$ cat src/sv/msl_pkg.sv
// Shared types, constants and arithmetic helpers of the multi-stream LCG.
package msl_pkg;

  localparam int unsigned StreamCount  = 101;
  localparam int unsigned DefaultCount = 101;
  localparam int unsigned StreamW      = 7;
  localparam int unsigned AddrW        = (StreamCount > 1) ? $clog2(StreamCount) : 1;
  localparam int unsigned SeedW        = 31;
  localparam int unsigned FracW        = 24;
  localparam int unsigned MultW        = 15;
  localparam int unsigned ProdW        = SeedW + MultW;

  localparam logic [SeedW:0]   PrimeMod   = 32'h7FFF_FFFF;
  localparam logic [MultW-1:0] FirstMult  = 15'd24112;
  localparam logic [MultW-1:0] SecondMult = 15'd26143;

  typedef enum logic [1:0] {
    ACT_DRAW = 2'd0,
    ACT_SET  = 2'd1,
    ACT_READ = 2'd2
  } action_e;

  typedef struct packed {
    logic             rd_en;
    logic [AddrW-1:0] rd_addr;
    logic             wr_en;
    logic [AddrW-1:0] wr_addr;
    logic [SeedW-1:0] wr_data;
  } ram_req_t;

  typedef struct packed {
    logic en;
    logic second;
  } mul_ctrl_t;

  localparam logic [SeedW-1:0] DefaultSeeds [DefaultCount] = '{
    31'd1,
    31'd1973272912, 31'd281629770,  31'd20006270,   31'd1280689831, 31'd2096730329,
    31'd1933576050, 31'd913566091,  31'd246780520,  31'd1363774876, 31'd604901985,
    31'd1511192140, 31'd1259851944, 31'd824064364,  31'd150493284,  31'd242708531,
    31'd75253171,   31'd1964472944, 31'd1202299975, 31'd233217322,  31'd1911216000,
    31'd726370533,  31'd403498145,  31'd993232223,  31'd1103205531, 31'd762430696,
    31'd1922803170, 31'd1385516923, 31'd76271663,   31'd413682397,  31'd726466604,
    31'd336157058,  31'd1432650381, 31'd1120463904, 31'd595778810,  31'd877722890,
    31'd1046574445, 31'd68911991,   31'd2088367019, 31'd748545416,  31'd622401386,
    31'd2122378830, 31'd640690903,  31'd1774806513, 31'd2132545692, 31'd2079249579,
    31'd78130110,   31'd852776735,  31'd1187867272, 31'd1351423507, 31'd1645973084,
    31'd1997049139, 31'd922510944,  31'd2045512870, 31'd898585771,  31'd243649545,
    31'd1004818771, 31'd773686062,  31'd403188473,  31'd372279877,  31'd1901633463,
    31'd498067494,  31'd2087759558, 31'd493157915,  31'd597104727,  31'd1530940798,
    31'd1814496276, 31'd536444882,  31'd1663153658, 31'd855503735,  31'd67784357,
    31'd1432404475, 31'd619691088,  31'd119025595,  31'd880802310,  31'd176192644,
    31'd1116780070, 31'd277854671,  31'd1366580350, 31'd1142483975, 31'd2026948561,
    31'd1053920743, 31'd786262391,  31'd1792203830, 31'd1494667770, 31'd1923011392,
    31'd1433700034, 31'd1244184613, 31'd1147297105, 31'd539712780,  31'd1545929719,
    31'd190641742,  31'd1645390429, 31'd264907697,  31'd620389253,  31'd1502074852,
    31'd927711160,  31'd364849192,  31'd2049576050, 31'd638580085,  31'd547070247
  };

  // Power-on seed of a stream.
  function automatic logic [SeedW-1:0] default_seed(input logic [StreamW-1:0] idx);
    logic [SeedW-1:0] seed;
    seed = 31'd1;
    if (32'(idx) < DefaultCount) begin
      seed = DefaultSeeds[idx];
    end
    return seed;
  endfunction

  // Fold a product of a 31-bit seed and a 15-bit multiplier modulo 2^31-1.
  function automatic logic [SeedW-1:0] fold_mod(input logic [ProdW-1:0] prod);
    logic [SeedW:0] sum;
    sum = {1'b0, prod[SeedW-1:0]} + (SeedW+1)'(prod[ProdW-1:SeedW]);
    if (sum >= PrimeMod) begin
      sum = sum - PrimeMod;
    end
    return sum[SeedW-1:0];
  endfunction

endpackage

$ cat src/sv/msl_seed_ram.sv
// Seed memory: one 31-bit entry per stream, valid bits select the power-on seed.
module msl_seed_ram
  import msl_pkg::*;
(
  input  logic             clk_i,
  input  logic             rst_ni,
  input  ram_req_t         req_i,
  output logic [SeedW-1:0] rd_data_o
);

  logic [SeedW-1:0] seed_mem [StreamCount];
  logic             valid_q  [StreamCount];
  logic [SeedW-1:0] rd_data_q;
  logic             rd_valid_q;
  logic [AddrW-1:0] rd_addr_q;

  always_ff @(posedge clk_i) begin
    if (req_i.wr_en) begin
      seed_mem[req_i.wr_addr] <= req_i.wr_data;
    end
    if (req_i.rd_en) begin
      rd_data_q <= seed_mem[req_i.rd_addr];
      rd_addr_q <= req_i.rd_addr;
    end
  end

  always_ff @(posedge clk_i or negedge rst_ni) begin
    if (!rst_ni) begin
      for (int i = 0; i < StreamCount; i++) begin
        valid_q[i] <= 1'b0;
      end
      rd_valid_q <= 1'b0;
    end else begin
      if (req_i.wr_en) begin
        valid_q[req_i.wr_addr] <= 1'b1;
      end
      if (req_i.rd_en) begin
        rd_valid_q <= valid_q[req_i.rd_addr];
      end
    end
  end

  // Fall back to the power-on seed for an entry never written.
  assign rd_data_o = rd_valid_q ? rd_data_q : default_seed(StreamW'(rd_addr_q));

endmodule

$ cat src/sv/msl_mulmod.sv
// Shared constant multiplier with modulo 2^31-1 fold on the registered product.
module msl_mulmod
  import msl_pkg::*;
(
  input  logic             clk_i,
  input  mul_ctrl_t        ctrl_i,
  input  logic [SeedW-1:0] operand_i,
  output logic [SeedW-1:0] result_o
);

  logic [MultW-1:0] mult;
  logic [ProdW-1:0] prod_d;
  logic [ProdW-1:0] prod_q;

  always_comb begin
    mult   = ctrl_i.second ? SecondMult : FirstMult;
    prod_d = ProdW'(operand_i) * ProdW'(mult);
  end

  always_ff @(posedge clk_i) begin
    if (ctrl_i.en) begin
      prod_q <= prod_d;
    end
  end

  assign result_o = fold_mod(prod_q);

endmodule

$ cat src/sv/multi_stream_lcg_generator.sv
// Top level of the multi-stream prime-modulus LCG: sequencer, output register.
//
//   channel | direction | fields                          | handshake
//   --------+-----------+---------------------------------+--------------------------
//   in      | input     | action_i, stream_i, seed_value_i | in_valid_i / in_stall_o
//   out     | output    | seed_out_o, uniform_fraction_o   | out_valid_o / out_stall_i
//
// A draw runs from acceptance through a seed memory read,
// then two passes through the shared multiplier, each followed by a modulo fold.
// A read needs only the memory read; a set or a dropped request completes in idle.
// Reset is asynchronous; per-entry valid bits return the power-on seed of any
// stream not yet written, so the seed memory needs no clearing pass.
// A stalled output holds its result; the input stays stalled while a new one waits.
module multi_stream_lcg_generator
  import msl_pkg::*;
(
  input  logic               clk_i,
  input  logic               rst_ni,
  input  logic               in_valid_i,
  output logic               in_stall_o,
  input  logic [1:0]         action_i,
  input  logic [StreamW-1:0] stream_i,
  input  logic [SeedW-1:0]   seed_value_i,
  output logic               out_valid_o,
  input  logic               out_stall_i,
  output logic [SeedW-1:0]   seed_out_o,
  output logic [FracW-1:0]   uniform_fraction_o
);

  typedef enum logic [2:0] {
    S_IDLE,
    S_FETCH,
    S_RED1,
    S_MUL2,
    S_RED2
  } state_e;

  state_e           state_q;
  logic             draw_q;
  logic [AddrW-1:0] addr_q;
  logic [SeedW-1:0] z_q;
  logic             out_valid_q;
  logic [SeedW-1:0] seed_out_q;
  logic [FracW-1:0] frac_q;

  ram_req_t         ram_req;
  mul_ctrl_t        mul_ctrl;
  logic [SeedW-1:0] mul_operand;
  logic [SeedW-1:0] mul_result;
  logic [SeedW-1:0] rd_data;
  logic             in_acc;
  logic             stream_ok;
  logic             out_free;
  logic             out_load;
  action_e          action;

  msl_seed_ram u_ram (
    .clk_i     (clk_i),
    .rst_ni    (rst_ni),
    .req_i     (ram_req),
    .rd_data_o (rd_data)
  );

  msl_mulmod u_mul (
    .clk_i     (clk_i),
    .ctrl_i    (mul_ctrl),
    .operand_i (mul_operand),
    .result_o  (mul_result)
  );

  // One transaction in flight at a time, so memory read and write-back of the
  // same entry never overlap and need no forwarding.
  always_comb begin
    action    = action_e'(action_i);
    in_acc    = in_valid_i && (state_q == S_IDLE);
    stream_ok = 32'(stream_i) < StreamCount;
    out_free  = !out_valid_q || !out_stall_i;
    // Load a result: read data on a read, the second fold on a draw.
    out_load  = out_free && (((state_q == S_FETCH) && !draw_q) || (state_q == S_RED2));

    ram_req         = '0;
    ram_req.rd_addr = stream_i[AddrW-1:0];
    ram_req.wr_addr = stream_i[AddrW-1:0];
    ram_req.wr_data = seed_value_i;
    mul_ctrl        = '0;
    mul_operand     = z_q;

    unique case (state_q)
      S_IDLE: begin
        if (in_acc && stream_ok) begin
          unique case (action)
            ACT_DRAW, ACT_READ: ram_req.rd_en = 1'b1;
            ACT_SET:            ram_req.wr_en = 1'b1;
            default:            ;
          endcase
        end
      end
      S_FETCH: begin
        // First multiply straight off the memory read data.
        if (draw_q) begin
          mul_ctrl.en = 1'b1;
          mul_operand = rd_data;
        end
      end
      S_MUL2: begin
        mul_ctrl.en     = 1'b1;
        mul_ctrl.second = 1'b1;
      end
      S_RED2: begin
        // Write back together with the result, only once the output is free.
        if (out_free) begin
          ram_req.wr_en   = 1'b1;
          ram_req.wr_addr = addr_q;
          ram_req.wr_data = mul_result;
        end
      end
      default: ;
    endcase
  end

  always_ff @(posedge clk_i or negedge rst_ni) begin
    if (!rst_ni) begin
      state_q     <= S_IDLE;
      out_valid_q <= 1'b0;
    end else begin
      // Hold a stalled result, drop it once taken, unless a new one loads.
      out_valid_q <= out_load || (out_valid_q && out_stall_i);
      unique case (state_q)
        S_IDLE: begin
          if (in_acc && stream_ok) begin
            addr_q <= stream_i[AddrW-1:0];
            if (action == ACT_DRAW) begin
              draw_q  <= 1'b1;
              state_q <= S_FETCH;
            end else if (action == ACT_READ) begin
              draw_q  <= 1'b0;
              state_q <= S_FETCH;
            end
          end
        end
        S_FETCH: begin
          if (draw_q) begin
            state_q <= S_RED1;
          end else if (out_free) begin
            seed_out_q  <= rd_data;
            frac_q      <= '0;
            state_q     <= S_IDLE;
          end
        end
        S_RED1: begin
          z_q     <= mul_result;
          state_q <= S_MUL2;
        end
        S_MUL2: begin
          state_q <= S_RED2;
        end
        S_RED2: begin
          if (out_free) begin
            seed_out_q  <= mul_result;
            frac_q      <= mul_result[SeedW-1:SeedW-FracW] | FracW'(1);
            state_q     <= S_IDLE;
          end
        end
        default: state_q <= S_IDLE;
      endcase
    end
  end

  assign in_stall_o         = (state_q != S_IDLE);
  assign out_valid_o        = out_valid_q;
  assign seed_out_o         = seed_out_q;
  assign uniform_fraction_o = frac_q;

endmodule

$ cat config.mk
export PLATFORM = sky130hd
export DESIGN_NAME = multi_stream_lcg_generator
export DESIGN_NICKNAME = d
export VERILOG_FILES = /design/src/sv/msl_pkg.sv /design/src/sv/msl_seed_ram.sv /design/src/sv/msl_mulmod.sv /design/src/sv/multi_stream_lcg_generator.sv
export SDC_FILE = /design/constraint.sdc
export NUM_CORES = 2
export LEC_CHECK = 0
export BUFFER_PORTS_ARGS = -buffer_cell sky130_fd_sc_hd__buf_4
export CAP_MARGIN = 5
export CORE_MARGIN = 2
export CORE_UTILIZATION = 26
export CTS_BUF_LIST = sky130_fd_sc_hd__clkbuf_4 sky130_fd_sc_hd__clkbuf_8
export CTS_CLUSTER_DIAMETER = 30
export DETAILED_ROUTE_END_ITERATION = 8
export GPL_TIMING_DRIVEN = 0
export MAX_ROUTING_LAYER = met4
export PLACE_DENSITY = 0.39
export SLEW_MARGIN = 0
export SYNTH_ARGS = -nofsm -noshare
export SYNTH_HDL_FRONTEND = slang
export SYNTH_HIERARCHICAL = 1
export SYNTH_SLANG_ARGS = --single-unit
export TNS_END_PERCENT = 5
$ cat constraint.sdc
create_clock -name clk_i -period 9.3 [get_ports clk_i]
set_input_delay 2.325 -clock clk_i [delete_from_list [all_inputs] [get_ports clk_i]]
set_output_delay 2.325 -clock clk_i [all_outputs]
set_load 0.005 [all_outputs]
==> out/metrics.csv <==
metric,value,unit
P_sw,37800,µW
startpoint types,flip-flop,
Detail Route Antenna Nets,0,
fin. max-slew vios,4,
Worst Hold Slack,0.459,ns
"Reg clk slew, reported paths",0.05,ns
register share of total power,0.223,
via count of the routed design,94611,
WP buf/inv,8,
clk buf depth,4,
DIE AREA,580000,µm²
IO Count,101,
first-pass GRT wire length,957000,µm
Clock Skews,0.144,ns
mux share of post-synthesis cell area,0.153,
worst r2r src,u_ram/rd_addr_q[2],
CTS sink count,3415,
Fin Setup TNS,0,ns
Comb pwr share,0.568,
grt total ovfl,0,
complex-gate fraction of the synthesized area,0.0437,
total track usage,0.259,
most numerous cell in the Yosys netlist,edfxtp_1,
simple logic cell fraction of the synthesized area,0.0360,
Syn Area/Cell,18.4,µm²
worst-margin pin slew,1.70,ns
switch share,0.425,
FMAX,0.109,GHz
Die Width,761,µm
Layout Cells excl Fill,17693,
RSZ-0062 raised after global routing,yes,
sequential cell area fraction in the yosys report,0.684,
vertical die dimension,761,µm
WP data required,10.27,ns
Slew HR,-0.132,
Tmin final,9.18,ns
Most common cell on crit path,fa_1,
core area,572000,µm²
CTS buffer count,762,
Vias/cell,5.35,
largest net degree at the start of global routing,102,
# nets final,9881,
HPWL Detailed,538000,µm
initial core utilization,0.261,
H-tree Lvls,6,
Detailed Route WL,750000,µm
Yosys warnings,6,
Setup CP Type,reg2reg,
largest family of logic cells by synthesized area,multiplexers,
cell taking the most area after synthesis,edfxtp_1,
crit-path max cell delay,0.63,ns
startpoint of the lowest-slack hold path,u_ram/valid_q[58],
P_leak,0.0641,µW
Worst Path Max Fanout,10,
Post-Synth XOR/XNOR Area,0.00605,
initial antenna violation count,96,
Hold WC Path Type,reg2reg,
CP top delay family,adder cells,
Synth-to-Final Area Change,25.5,%
number of synthesized register bits,3415,
Synth top cells by count,"3309 x edfxtp_1, 767 x mux4_2, 368 x inv_1, 357 x mux2i_1, 272 x nor2_1",
"Core Util, Final",0.327,
Placer Congestion,0.940,
Pwr Total,89100,µW
crit end category,flip-flop,
Synth Flop Type,edfxtp_1,
vias in the first global route,93002,
Yosys cell types,103,
period utilisation layout,0.987,
Mapped Nets,8606,
Placed Cells,16073,
Fillers,55126,
Port Buffers,100,
"FFs w/ async S/R, synth",0.0310,
Crit path arrival time,10.15,ns
WL/cell,42.4,µm
worst-skew pair later-pin latency,1.33,ns
# DRC,0,
largest cells by area after synthesis,"edfxtp_1 67%, mux4_2 12%, fa_1 3.4%",
Mapped Cells,8121,
R2R setup slack,0.12,ns
Initial DRT Pass Iterations,8,
CTS tree,yes,
Synth top area share,0.666,
number of synthesized flops with an enable pin,3309,
failing checks,"capacitance limit, slew limit",
PD cells,476,nW/µm²
CTS root buf,clkbuf_8,
post-synthesis adder-cell area fraction,0.0500,
Mapped Area,149000,µm²
share of cells above drive strength 1,0.364,
Max-Cap Viols,3,
initial drt markers,13789,
Worst setup startpoint,u_ram/rd_addr_q[2],
Final setup violation count,0,
worst vdd ir,2.58,mV
row cnt,278,
CP max-delay cell,fa_2,
Internal,51200,µW
clock share of power,0.209,
status,"complete, but fails checks",
final hold vios,0,
==> cell usage in the layout, fill, tap and decap left out, drive strengths merged, types with 49 or more instances in the layout <==
cell / n
a22oi: 63
nor3: 76
mux4: 767
nand3: 80
clkbuf: 1066
nor2: 273
o21ai: 177
diode: 70
o22ai: 95
fa: 254
inv: 390
a211oi: 49
buf: 817
a21oi: 219
mux2i: 357
bufinv: 89
or2: 121
edfxtp: 3309
clkinv: 326
dfrtp: 106
clkinvlp: 80
xnor2: 64
ha: 187
mux2: 169
nor2b: 72
nand2: 253
==> path summary, 6_finish.rpt <==
check / cells past startpoint / endpoint
worst max-delay path: 30 / u_mul/prod_q[45]
worst min-delay path: 1 / u_ram/valid_q[58]
worst max register to register: 30 / u_mul/prod_q[45]
worst min register to register: 1 / u_ram/valid_q[58]
max in group asynchronous: 3 / u_ram/valid_q[39]
min in group asynchronous: 1 / u_ram/valid_q[27]
==> worst reg2reg max path, delay by kind of cell (launching register included) <==
kind	cells	cell delay, ns
buffers and inverters	8	1.48
AOI/OAI and AO/OA	11	2.44
DFF	1	0.38
xor gates and xnor gates	1	0.11
muxes	2	0.98
adders and majority gates	7	3.40
and+or+nand+nor	1	0.16
==> cell families (layout without fill, tap and decap cells) <==
logic type               count (synthesis)  after routing
other                                    1             71
flip-flops                            3415           3415
AND/OR/NAND/NOR                       1067           1067
adder cells (fa/ha/maj)                445            445
AO/OA/AOI/OAI                          971            971
buffers and inverters                  826           2768
XOR/XNOR                               103            103
multiplexers                          1293           1293
==> cell type report <==
class / instances / area, µm² / area share
inverters: 373 / 1460 / 0.00777
diodes: 70 / 175 / 0.000936
flip-flops and latches: 3415 / 102000 / 0.545
multi-input cells: 3880 / 45800 / 0.245
repair buffers: 525 / 8020 / 0.0428
plain buffers: 439 / 3280 / 0.0175
clock inverters: 512 / 5170 / 0.0276
clock buffers: 919 / 11800 / 0.0633
well taps: 7560 / 9460 / 0.0505
==> power groups by stage <==
stage / Clock [µW] / Combinational (µW) / Sequential, µW
global route: 19600 / 56200 / 19800
finish: 18600 / 50600 / 19900
detailed placement: 0 / 43400 / 20000
CTS: 18900 / 49300 / 19800
floorplan: 0 / 31100 / 20200
global placement: 0 / 43700 / 20100
==> metal layers <==
metal | vias to the layer above | wire, µm | GRT usage | share of wire
met5 | - | 0 | - | 0
met4 | 0 | 42200 | 0.122 | 0.056
met3 | 1477 | 64600 | 0.0593 | 0.086
met2 | 5674 | 340000 | 0.392 | 0.45
met1 | 52073 | 303000 | 0.330 | 0.40
li1 | 35387 | - | - | -
==> registers in the layout, summed over array words and instances, names as in the netlist <==
signal,count
u_ram/rd_data_q,31
u_ram/seed_mem,3131
addr_q,7
seed_out_o,31
state_q,3
u_mul/prod_q,46
out_valid_o,1
uniform_fraction_o,24
u_ram/valid_q,101
draw_q,1
z_q,31
u_ram/rd_valid_q,1
u_ram/rd_addr_q,7
==> per-stage QoR <==
step | instance area, µm² | setup slack, ns
5_1_grt | 187000 | -0.108
3_5_place_dp | 167000 | -4.63
3_3_place_gp | 159000 | -4.88
4_1_cts | 186000 | 0.00196
2_1_floorplan | 149000 | 0.205
6_report | 187000 | 0.119
==> timing repair <==
item,in CTS,in global routing
endpoints found under the setup margin,41,15
hold endpoints to repair,0,0
cloned,0,1
pin swaps,83,64
setup buffers,98,30
hold buffers,0,0
gates resized for setup,601,92
Note: power is estimated with default switching activity, not from simulation.
